===== src/hdl/cgts_pkg.sv =====
// Shared types and constants for the levelled topological sort block.
package cgts_pkg;

	// Field widths of requests and results.
	localparam int ACTION_W  = 2;
	localparam int NODE_W    = 5;
	localparam int LEVEL_W   = 5;
	localparam int UNVIS_W   = 6;
	localparam int LEVEL_MAX = 31;

	// Request action codes.
	localparam logic [ACTION_W-1:0] ACT_NODE = 2'd0;
	localparam logic [ACTION_W-1:0] ACT_EDGE = 2'd1;
	localparam logic [ACTION_W-1:0] ACT_SORT = 2'd2;

	// Result kinds.
	localparam logic KIND_NODE    = 1'b0;
	localparam logic KIND_SUMMARY = 1'b1;

	// Controller states.
	typedef enum logic [2:0] {
		ST_IDLE,
		ST_SEED,
		ST_FETCH,
		ST_EMIT,
		ST_SWEEP,
		ST_SUMMARY
	} state_t;

	// Commands from the controller to the datapath.
	typedef struct packed {
		logic load;
		logic sort_init;
		logic seed_step;
		logic q_rd;
		logic emit_node;
		logic sweep;
		logic summary;
	} cmd_t;

	// Status from the datapath to the controller.
	typedef struct packed {
		logic seed_last;
		logic q_empty;
		logic sweep_done;
	} sts_t;

endpackage


===== src/hdl/cgts_ram.sv =====
// Simple dual-port RAM: one write port, one read port with registered read data.
module cgts_ram #(
	parameter int WIDTH = 10,
	parameter int DEPTH = 32,
	localparam int AW = $clog2(DEPTH)
) (
	input  logic             clk,
	input  logic             we,
	input  logic [AW-1:0]    waddr,
	input  logic [WIDTH-1:0] wdata,
	input  logic [AW-1:0]    raddr,
	output logic [WIDTH-1:0] rdata
);

	logic [WIDTH-1:0] mem_q [DEPTH];

	// Write port.
	always_ff @(posedge clk) begin
		if (we) begin
			mem_q[waddr] <= wdata;
		end
	end

	// Registered read port.
	always_ff @(posedge clk) begin
		rdata <= mem_q[raddr];
	end

endmodule


===== src/hdl/cgts_ctrl.sv =====
// Sequencer for loading, seeding, queue walking, edge sweeps and the summary.
module cgts_ctrl import cgts_pkg::*; (
	input  logic                clk,
	input  logic                arst_n,
	input  logic                start,
	input  logic [ACTION_W-1:0] action,
	input  sts_t                sts,
	output cmd_t                cmd,
	output logic                busy
);

	state_t state_q;
	state_t state_d;

	// State register.
	always_ff @(posedge clk or negedge arst_n) begin
		if (!arst_n) begin
			state_q <= ST_IDLE;
		end else begin
			state_q <= state_d;
		end
	end

	// Next state and commands.
	always_comb begin
		state_d = state_q;
		cmd     = '0;
		busy    = 1'b1;
		unique case (state_q)
			ST_IDLE: begin
				busy = 1'b0;
				if (start) begin
					if (action == ACT_SORT) begin
						cmd.sort_init = 1'b1;
						state_d       = ST_SEED;
					end else begin
						cmd.load = 1'b1;
					end
				end
			end
			ST_SEED: begin
				cmd.seed_step = 1'b1;
				if (sts.seed_last) begin
					state_d = ST_FETCH;
				end
			end
			ST_FETCH: begin
				if (sts.q_empty) begin
					state_d = ST_SUMMARY;
				end else begin
					cmd.q_rd = 1'b1;
					state_d  = ST_EMIT;
				end
			end
			ST_EMIT: begin
				cmd.emit_node = 1'b1;
				state_d       = ST_SWEEP;
			end
			ST_SWEEP: begin
				cmd.sweep = 1'b1;
				if (sts.sweep_done) begin
					state_d = ST_FETCH;
				end
			end
			ST_SUMMARY: begin
				cmd.summary = 1'b1;
				state_d     = ST_IDLE;
			end
			default: begin
				state_d = ST_IDLE;
			end
		endcase
	end

	// The block only returns to idle after issuing the summary.
	a_idle_after_summary: assert property (@(posedge clk) disable iff (!arst_n)
		$fell(busy) |-> $past(state_q == ST_SUMMARY))
		else $error("busy fell outside the summary state");

endmodule


===== src/hdl/cgts_dp.sv =====
// Graph storage, order queue, counters and result registers.
module cgts_dp import cgts_pkg::*; #(
	parameter int MAX_NODES = 32,
	parameter int MAX_EDGES = 256
) (
	input  logic                clk,
	input  logic                arst_n,
	input  cmd_t                cmd,
	input  logic [ACTION_W-1:0] action,
	input  logic [NODE_W-1:0]   caller_node,
	input  logic [NODE_W-1:0]   callee_node,
	output sts_t                sts,
	output logic                strobe,
	output logic                kind,
	output logic [NODE_W-1:0]   node_id,
	output logic [LEVEL_W-1:0]  level,
	output logic [UNVIS_W-1:0]  unvisited_count,
	output logic                edge_overflow,
	output logic                last
);

	localparam int NODE_SLOTS = (MAX_NODES < (1 << NODE_W)) ? MAX_NODES : (1 << NODE_W);
	localparam int NW   = $clog2(NODE_SLOTS);
	localparam int QW   = $clog2(NODE_SLOTS + 1);
	localparam int EW   = $clog2(MAX_EDGES);
	localparam int ECW  = $clog2(MAX_EDGES + 1);
	localparam int QD_W = NODE_W + LEVEL_W;
	localparam int ED_W = 2 * NODE_W;

	// Per-node state.
	logic [NODE_SLOTS-1:0] present_q;
	logic [NODE_SLOTS-1:0] visited_q;
	logic [ECW-1:0]        pend_q [NODE_SLOTS];

	// Counters.
	logic [ECW-1:0] edge_cnt_q;
	logic           ovf_q;
	logic [NW-1:0]  sidx_q;
	logic [QW-1:0]  qlen_q;
	logic [QW-1:0]  qfront_q;
	logic [QW-1:0]  present_cnt_q;
	logic [ECW-1:0] eidx_q;
	logic           evalid_s1;

	// Node being dequeued.
	logic [NODE_W-1:0]  f_q;
	logic [LEVEL_W-1:0] lv_q;

	// Result registers.
	logic                strobe_q;
	logic                kind_q;
	logic [NODE_W-1:0]   node_q;
	logic [LEVEL_W-1:0]  level_q;
	logic [UNVIS_W-1:0]  unvis_q;
	logic                ovf_out_q;
	logic                last_q;

	logic [NW-1:0]      ia;
	logic [NW-1:0]      ib;
	logic               a_ok;
	logic               b_ok;
	logic               node_ld;
	logic               edge_ld;
	logic               edge_room;
	logic               edge_st;
	logic               edge_drop;
	logic               seed_hit;
	logic               e_issue;
	logic [ED_W-1:0]    e_rdata;
	logic [NODE_W-1:0]  ec_caller;
	logic [NODE_W-1:0]  ec_callee;
	logic [NW-1:0]      ci;
	logic               hit;
	logic               hit_enq;
	logic [LEVEL_W-1:0] nxt_lv;
	logic               q_we;
	logic [QD_W-1:0]    q_wdata;
	logic [QD_W-1:0]    q_rdata;

	// Load decode: ids beyond the node table drop the whole request.
	assign ia        = caller_node[NW-1:0];
	assign ib        = callee_node[NW-1:0];
	assign a_ok      = int'(caller_node) < NODE_SLOTS;
	assign b_ok      = int'(callee_node) < NODE_SLOTS;
	assign node_ld   = cmd.load && (action == ACT_NODE) && a_ok;
	assign edge_ld   = cmd.load && (action == ACT_EDGE) && a_ok && b_ok;
	assign edge_room = edge_cnt_q < ECW'(MAX_EDGES);
	assign edge_st   = edge_ld && (caller_node != callee_node) && edge_room;
	assign edge_drop = edge_ld && (caller_node != callee_node) && !edge_room;

	// Seeding scans node ids in ascending order for leaves.
	assign seed_hit = cmd.seed_step && present_q[sidx_q] && (pend_q[sidx_q] == '0)
		&& (int'(qlen_q) < NODE_SLOTS);

	// Edge sweep: a read is issued each cycle and evaluated in the cycle after.
	assign e_issue   = cmd.sweep && (eidx_q < edge_cnt_q);
	assign ec_caller = e_rdata[ED_W-1:NODE_W];
	assign ec_callee = e_rdata[NODE_W-1:0];
	assign ci        = ec_caller[NW-1:0];
	assign hit       = evalid_s1 && (ec_callee == f_q) && (pend_q[ci] != '0) && !visited_q[ci];
	assign hit_enq   = hit && (pend_q[ci] == ECW'(1)) && (int'(qlen_q) < NODE_SLOTS);
	assign nxt_lv    = (lv_q == LEVEL_W'(LEVEL_MAX)) ? lv_q : lv_q + 1'b1;

	// Queue write mux.
	assign q_we    = seed_hit || hit_enq;
	assign q_wdata = seed_hit ? {NODE_W'(sidx_q), LEVEL_W'(0)} : {ec_caller, nxt_lv};

	// Status to the controller.
	assign sts.seed_last  = sidx_q == NW'(NODE_SLOTS - 1);
	assign sts.q_empty    = qfront_q == qlen_q;
	assign sts.sweep_done = !(eidx_q < edge_cnt_q) && !evalid_s1;

	// Edge store, caller in the upper half.
	cgts_ram #(
		.WIDTH(ED_W),
		.DEPTH(MAX_EDGES)
	) u_edge_ram (
		.clk   (clk),
		.we    (edge_st),
		.waddr (edge_cnt_q[EW-1:0]),
		.wdata ({caller_node, callee_node}),
		.raddr (eidx_q[EW-1:0]),
		.rdata (e_rdata)
	);

	// Order queue of node and level.
	cgts_ram #(
		.WIDTH(QD_W),
		.DEPTH(NODE_SLOTS)
	) u_queue_ram (
		.clk   (clk),
		.we    (q_we),
		.waddr (qlen_q[NW-1:0]),
		.wdata (q_wdata),
		.raddr (qfront_q[NW-1:0]),
		.rdata (q_rdata)
	);

	// Pending callee counts per node.
	always_ff @(posedge clk or negedge arst_n) begin
		if (!arst_n) begin
			for (int i = 0; i < NODE_SLOTS; i++) begin
				pend_q[i] <= '0;
			end
		end else if (cmd.summary) begin
			for (int i = 0; i < NODE_SLOTS; i++) begin
				pend_q[i] <= '0;
			end
		end else if (edge_st) begin
			pend_q[ia] <= pend_q[ia] + 1'b1;
		end else if (hit) begin
			pend_q[ci] <= pend_q[ci] - 1'b1;
		end
	end

	// Presence and visited flags.
	always_ff @(posedge clk or negedge arst_n) begin
		if (!arst_n) begin
			present_q <= '0;
			visited_q <= '0;
		end else if (cmd.summary) begin
			present_q <= '0;
			visited_q <= '0;
		end else begin
			if (node_ld || edge_ld) begin
				present_q[ia] <= 1'b1;
			end
			if (edge_ld) begin
				present_q[ib] <= 1'b1;
			end
			if (seed_hit) begin
				visited_q[sidx_q] <= 1'b1;
			end else if (hit_enq) begin
				visited_q[ci] <= 1'b1;
			end
		end
	end

	// Edge count and overflow flag.
	always_ff @(posedge clk or negedge arst_n) begin
		if (!arst_n) begin
			edge_cnt_q <= '0;
			ovf_q      <= 1'b0;
		end else if (cmd.summary) begin
			edge_cnt_q <= '0;
			ovf_q      <= 1'b0;
		end else begin
			if (edge_st) begin
				edge_cnt_q <= edge_cnt_q + 1'b1;
			end
			if (edge_drop) begin
				ovf_q <= 1'b1;
			end
		end
	end

	// Seed scan, queue pointers and present count.
	always_ff @(posedge clk or negedge arst_n) begin
		if (!arst_n) begin
			sidx_q        <= '0;
			qlen_q        <= '0;
			qfront_q      <= '0;
			present_cnt_q <= '0;
		end else if (cmd.sort_init) begin
			sidx_q        <= '0;
			qlen_q        <= '0;
			qfront_q      <= '0;
			present_cnt_q <= '0;
		end else begin
			if (cmd.seed_step) begin
				sidx_q <= sidx_q + 1'b1;
				if (present_q[sidx_q]) begin
					present_cnt_q <= present_cnt_q + 1'b1;
				end
			end
			if (q_we) begin
				qlen_q <= qlen_q + 1'b1;
			end
			if (cmd.q_rd) begin
				qfront_q <= qfront_q + 1'b1;
			end
		end
	end

	// Edge sweep address and read pipeline.
	always_ff @(posedge clk or negedge arst_n) begin
		if (!arst_n) begin
			eidx_q    <= '0;
			evalid_s1 <= 1'b0;
		end else begin
			evalid_s1 <= e_issue;
			if (cmd.emit_node) begin
				eidx_q <= '0;
			end else if (e_issue) begin
				eidx_q <= eidx_q + 1'b1;
			end
		end
	end

	// Capture the dequeued node.
	always_ff @(posedge clk) begin
		if (cmd.emit_node) begin
			f_q  <= q_rdata[QD_W-1:LEVEL_W];
			lv_q <= q_rdata[LEVEL_W-1:0];
		end
	end

	// Result strobe.
	always_ff @(posedge clk or negedge arst_n) begin
		if (!arst_n) begin
			strobe_q <= 1'b0;
		end else begin
			strobe_q <= cmd.emit_node || cmd.summary;
		end
	end

	// Result payload.
	always_ff @(posedge clk) begin
		if (cmd.emit_node) begin
			kind_q    <= KIND_NODE;
			node_q    <= q_rdata[QD_W-1:LEVEL_W];
			level_q   <= q_rdata[LEVEL_W-1:0];
			unvis_q   <= '0;
			ovf_out_q <= 1'b0;
			last_q    <= 1'b0;
		end else if (cmd.summary) begin
			kind_q    <= KIND_SUMMARY;
			node_q    <= '0;
			level_q   <= '0;
			unvis_q   <= UNVIS_W'(QW'(present_cnt_q - qlen_q));
			ovf_out_q <= ovf_q;
			last_q    <= 1'b1;
		end
	end

	assign strobe          = strobe_q;
	assign kind            = kind_q;
	assign node_id         = node_q;
	assign level           = level_q;
	assign unvisited_count = unvis_q;
	assign edge_overflow   = ovf_out_q;
	assign last            = last_q;

	// The queue read pointer never overtakes the write pointer.
	a_queue_order: assert property (@(posedge clk) disable iff (!arst_n)
		qfront_q <= qlen_q)
		else $error("order queue read pointer passed write pointer");

	// The edge count stays within the store.
	a_edge_cap: assert property (@(posedge clk) disable iff (!arst_n)
		int'(edge_cnt_q) <= MAX_EDGES)
		else $error("edge count beyond capacity");

	// Evaluated edge data always follows an advanced sweep address.
	a_sweep_addr: assert property (@(posedge clk) disable iff (!arst_n)
		evalid_s1 |-> (eidx_q != '0))
		else $error("edge data valid without an issued read");

	// Only present nodes can have been queued by summary time.
	a_summary_count: assert property (@(posedge clk) disable iff (!arst_n)
		cmd.summary |-> (qlen_q <= present_cnt_q))
		else $error("more nodes queued than present");

endmodule


===== src/hdl/call_graph_level_topo_sort.sv =====
// Channel   | Handshake         | Payload
// ----------+-------------------+-------------------------------------------------
// request   | start && !busy    | action, caller_node, callee_node
// result    | strobe (1 cycle)  | kind, node_id, level, unvisited_count,
//           |                   | edge_overflow, last
//
// Node and edge requests leave busy low, so one may follow every cycle.
// A sort request runs a seed scan over the node table, then for each queued node one
// queue fetch, one emit and a sweep of all stored edges through the edge RAM's
// single read port, then the summary.
// Reset is asynchronous and clears the graph at once; the edge store needs no clearing.
// Results cannot be stalled: each is shown for exactly one cycle with strobe high.
module call_graph_level_topo_sort import cgts_pkg::*; #(
	parameter int MAX_NODES = 32,
	parameter int MAX_EDGES = 256
) (
	input  logic                clk,
	input  logic                arst_n,
	input  logic                start,
	output logic                busy,
	input  logic [ACTION_W-1:0] action,
	input  logic [NODE_W-1:0]   caller_node,
	input  logic [NODE_W-1:0]   callee_node,
	output logic                strobe,
	output logic                kind,
	output logic [NODE_W-1:0]   node_id,
	output logic [LEVEL_W-1:0]  level,
	output logic [UNVIS_W-1:0]  unvisited_count,
	output logic                edge_overflow,
	output logic                last
);

	cmd_t cmd;
	sts_t sts;

	// Sequencer.
	cgts_ctrl u_ctrl (
		.clk    (clk),
		.arst_n (arst_n),
		.start  (start),
		.action (action),
		.sts    (sts),
		.cmd    (cmd),
		.busy   (busy)
	);

	// Storage and result datapath.
	cgts_dp #(
		.MAX_NODES(MAX_NODES),
		.MAX_EDGES(MAX_EDGES)
	) u_dp (
		.clk             (clk),
		.arst_n          (arst_n),
		.cmd             (cmd),
		.action          (action),
		.caller_node     (caller_node),
		.callee_node     (callee_node),
		.sts             (sts),
		.strobe          (strobe),
		.kind            (kind),
		.node_id         (node_id),
		.level           (level),
		.unvisited_count (unvisited_count),
		.edge_overflow   (edge_overflow),
		.last            (last)
	);

endmodule


===== config.mk =====
export PLATFORM = sky130hd
export DESIGN_NAME = call_graph_level_topo_sort
export DESIGN_NICKNAME = d
export VERILOG_FILES = /design/src/hdl/cgts_pkg.sv /design/src/hdl/cgts_ram.sv /design/src/hdl/cgts_ctrl.sv /design/src/hdl/cgts_dp.sv /design/src/hdl/call_graph_level_topo_sort.sv
export SDC_FILE = /design/constraint.sdc
export NUM_CORES = 2
export LEC_CHECK = 0
export BUFFER_PORTS_ARGS = -buffer_cell sky130_fd_sc_hd__clkbuf_2
export CELL_PAD_IN_SITES_DETAIL_PLACEMENT = 1
export CELL_PAD_IN_SITES_GLOBAL_PLACEMENT = 2
export CORE_MARGIN = 8
export CORE_UTILIZATION = 25
export CTS_CLUSTER_DIAMETER = 120
export DETAILED_ROUTE_END_ITERATION = 10
export GPL_ROUTABILITY_DRIVEN = 0
export PLACE_DENSITY_LB_ADDON = 0.1
export SETUP_SLACK_MARGIN = 0.4
export SLEW_MARGIN = 20
export SYNTH_ARGS = -nofsm -noshare
export SYNTH_HDL_FRONTEND = slang
export SYNTH_SLANG_ARGS = --single-unit
export TNS_END_PERCENT = 5

===== constraint.sdc =====
create_clock -name clk -period 4.3 [get_ports clk]
set_input_delay 0.645 -clock clk [delete_from_list [all_inputs] [get_ports clk]]
set_output_delay 0.645 -clock clk [all_outputs]
set_load 0.005 [all_outputs]

==> results.ini <==
[synthesis]
synth_edf_count = 2900
syn_area_per_cell_um2 = 18.2
yosysSeqAreaShare_pct = 69.1
synthCells = 7776
ys.flop_type = edfxtp_1
yosys_warnings = 0
yosysTopAreaCell = edfxtp_1
ys_types = 84
yosysTopAreaCellShare_pct = 61.6
post_synth_main_area_contributors = edfxtp_1 (62%), mux4_2 (15%), dfrtp_1 (7.1%)
syn_area_um2 = 141000
ys_ff_latch = 3327
async_reset_ff_share_pct = 12.0
syn-num-nets = 7825

[die]
fp.dieH_um = 768
io_pins = 36
die_width_um = 768
core_area_um2 = 564000
initial_core_util_pct = 25.1
die-area_um2 = 590000
num_rows = 276

[grt]
gr-total-overflow = 0
grt_pass1_wl_mm = 771
grt_pass1_vias = 87116
grt_usage_pct = 18.6
antenna_found_initial = 41
grt_max_degree = 170

[power]
p_leak_nw = 57.1
vdd_drop_max_v = 0.000911
power_density_nw_per_um2 = 616

[drt]
avgRoutedWirePerCell_um = 34.5
viasPerCell = 4.97
ant_nets = 0
vias = 82066
initialDrtViolationCount = 6758
dr.pass1.iters = 6
drc = 0
wl_mm = 569

[clock_network]
clock_sinks = 3327
cts_max_level = 5
cts_tree = yes
clk_transition_reported_paths_ns = 0.06
clkLatencyLatePin_ns = 0.99
root_buffer = clkbuf_16
cts.path.max_buffers = 4
numCtsBuffers = 394

[setup_path]
critPathLaunch = u_dp.u_edge_ram.rdata[6]
critical_path.endpoint_type = flop
crit_arrival_ns = 4.77
reg2reg_depth = 14
start_kind = flop
rrSetupSlack_ns = 0.36
rr_endpoint = u_dp.pend_q[71]
critical_path_class = flop to flop
worstPathMaxFanout = 16
worstPathRequired_ns = 5.13
r2r-start = u_dp.u_edge_ram.rdata[6]

[min_path]
hold_depth = 3
hold_class = input pin to flop
hp-start = action[0]
min_to = u_dp.sidx_q[4]

[final_layout]
final_util_pct = 30.7
final_cell_mix = edfxtp_1 (2900), mux4_2 (958), buf_4 (783)
final_area_um2 = 173000
syn_to_final_growth_pct = 22.5
drive_gt1_share_pct = 33.4
layout_commonest_cell = edfxtp_1
fin_nets = 8692

[outcome]
status = complete, no violations

[timing]
post-route-min-period_ns = 3.94
skew_ns = 0.0763
finalSetupViolCount = 0
setup_slack_ns = 0.359
worst_pin_slew_ns = 1.17
fin_crit_sh_pct = 91.7
hold_viol = 0
fin_setup_tns_ns = 0
slew_headroom_pct = 21.4
maxSlewViolCount = 0
grt_setup_unrepaired = yes
whs_ns = 0.139
fmaxAchievable_mhz = 254

[placement]
io_buffers = 35
hpwl_mm = 383
postPlaceCellArea_um2 = 159000
place_ws_ns = -0.226

[flow_run]
maxCapViolations = 0

==> repair_timing <==
item,in CTS,in global routing
hold buffers,4,0
pin swaps,3,8
resized for setup,47,57
gates cloned,2,7
endpoints found under the setup margin,970,904
buffers inserted,5,24
endpoints found under the hold margin,63,0
==> sequential cells by signal, indices dropped and copies added, names as in the netlist, 6 cells and up <==
name and count:
u_dp.present_q 32, u_dp.u_queue_ram.mem_q 320, u_dp.qlen_q 6, u_dp.qfront_q 6, u_dp.edge_cnt_q 9, u_dp.u_edge_ram.rdata 10
u_dp.u_queue_ram.rdata 10, u_dp.u_edge_ram.mem_q 2560, u_dp.present_cnt_q 6, u_dp.visited_q 32, u_dp.pend_q 288, u_dp.eidx_q 9
u_dp.unvisited_count 6
==> cell type report <==
type | count | area, um^2
clock buffers | 478 | 10300
flip-flops and latches | 3327 | 97700
fillers | 57215 | 391000
repair buffers | 1038 | 10600
multi-input cells | 3849 | 42200
well taps | 7506 | 9390
diodes | 23 | 57.6
inverters | 33 | 124
clock inverters | 253 | 2760
==> critical path, cell delays in order, from the launching register on <==
cell	delay [ns]
dfxtp_4	0.44
buf_4	0.20
clkbuf_16	0.25
mux2i_1	0.53
o22ai_1	0.23
nor4_1	0.22
nand4_1	0.22
buf_4	0.23
nor4_4	0.24
buf_4	0.19
buf_4	0.15
buf_12	0.19
mux2i_4	0.30
nand3_1	0.09
mux2_2	0.26
==> synth_stat cells, types with 8 or more instances <==
library cell	instances
nand4_1	39
a21o_1	11
buf_1	121
and3_1	56
nor4b_1	9
clkbuf_1	333
inv_1	31
nand2b_1	14
dfrtp_1	399
a221oi_1	32
edfxtp_1	2900
o211ai_1	22
nand2_1	165
or4_1	37
nand3_1	216
a21oi_1	37
nor4_1	78
o2bb2ai_1	33
ha_1	33
nor2_1	605
o31ai_1	39
a22oi_1	19
a211oi_1	19
xor2_1	19
nand4bb_1	12
o21ai_0	47
o22ai_1	280
nor3_1	73
buf_4	8
dfxtp_1	28
a32o_1	11
mux4_2	958
nand4b_1	11
or3_1	14
xnor2_1	31
a2111oi_0	42
a31oi_1	92
mux2i_1	377
nor2b_1	14
and2_1	16
buf_2	103
a22o_1	22
a211o_1	28
mux2_2	259
==> through the flow <==
| step | cells | power, mW |
|---|---|---|
| global placement | 15709 | 72.4 |
| detailed placement | 15710 | 72.6 |
| floorplan | 7776 | 55.0 |
| global route | 16485 | 110 |
| finish | 16507 | 107 |
| CTS | 16452 | 108 |
==> routing by layer <==
metal / global-route usage [%] / share of wire (%) / vias to the layer above
met3: 2.26 / 4.1 / 748
met1: 25.5 / 44 / 45259
met2: 30.8 / 48 / 2114
met4: 6.05 / 3.8 / 0
li1: - / - / 33945
met5: 0 / 0 / -
==> logic make-up (layout without fill, tap and decap cells) <==
| family | after synthesis | after routing | synth area share, % |
|---|---|---|---|
| XOR/XNOR | 50 | 50 | 0.310 |
| flip-flops | 3327 | 3327 | 69.1 |
| AO/OA/AOI/OAI | 767 | 767 | 3.80 |
| AND/OR/NAND/NOR | 1399 | 1402 | 4.76 |
| multiplexers | 1596 | 1596 | 20.0 |
| other | 0 | 23 | 0 |
| adder cells (fa/ha/maj) | 34 | 34 | 0.306 |
| buffers and inverters | 603 | 1802 | 1.74 |
==> worst max path at each step <==
stage                                               end  slack (ns)  cells past startpoint
after floorplan            u_dp.u_queue_ram.mem_q[0][2]        0.37                     11
after global placement                  u_dp.pend_q[71]       -0.24                     13
after detailed placement                 u_dp.pend_q[8]       -0.23                     13
after CTS                 u_dp.u_queue_ram.mem_q[13][0]        0.12                     11
after global routing                    u_dp.pend_q[71]        0.34                     14
final                                   u_dp.pend_q[71]        0.36                     14
==> power by group <==
group	total, mW	switching, mW	internal, mW
clock network	34.0	14.2	19.9
registers	38.4	1.60	36.8
logic	34.3	20.2	14.1
total	107	36.0	70.7
No activity file was read; power rests on OpenSTA's default activity.
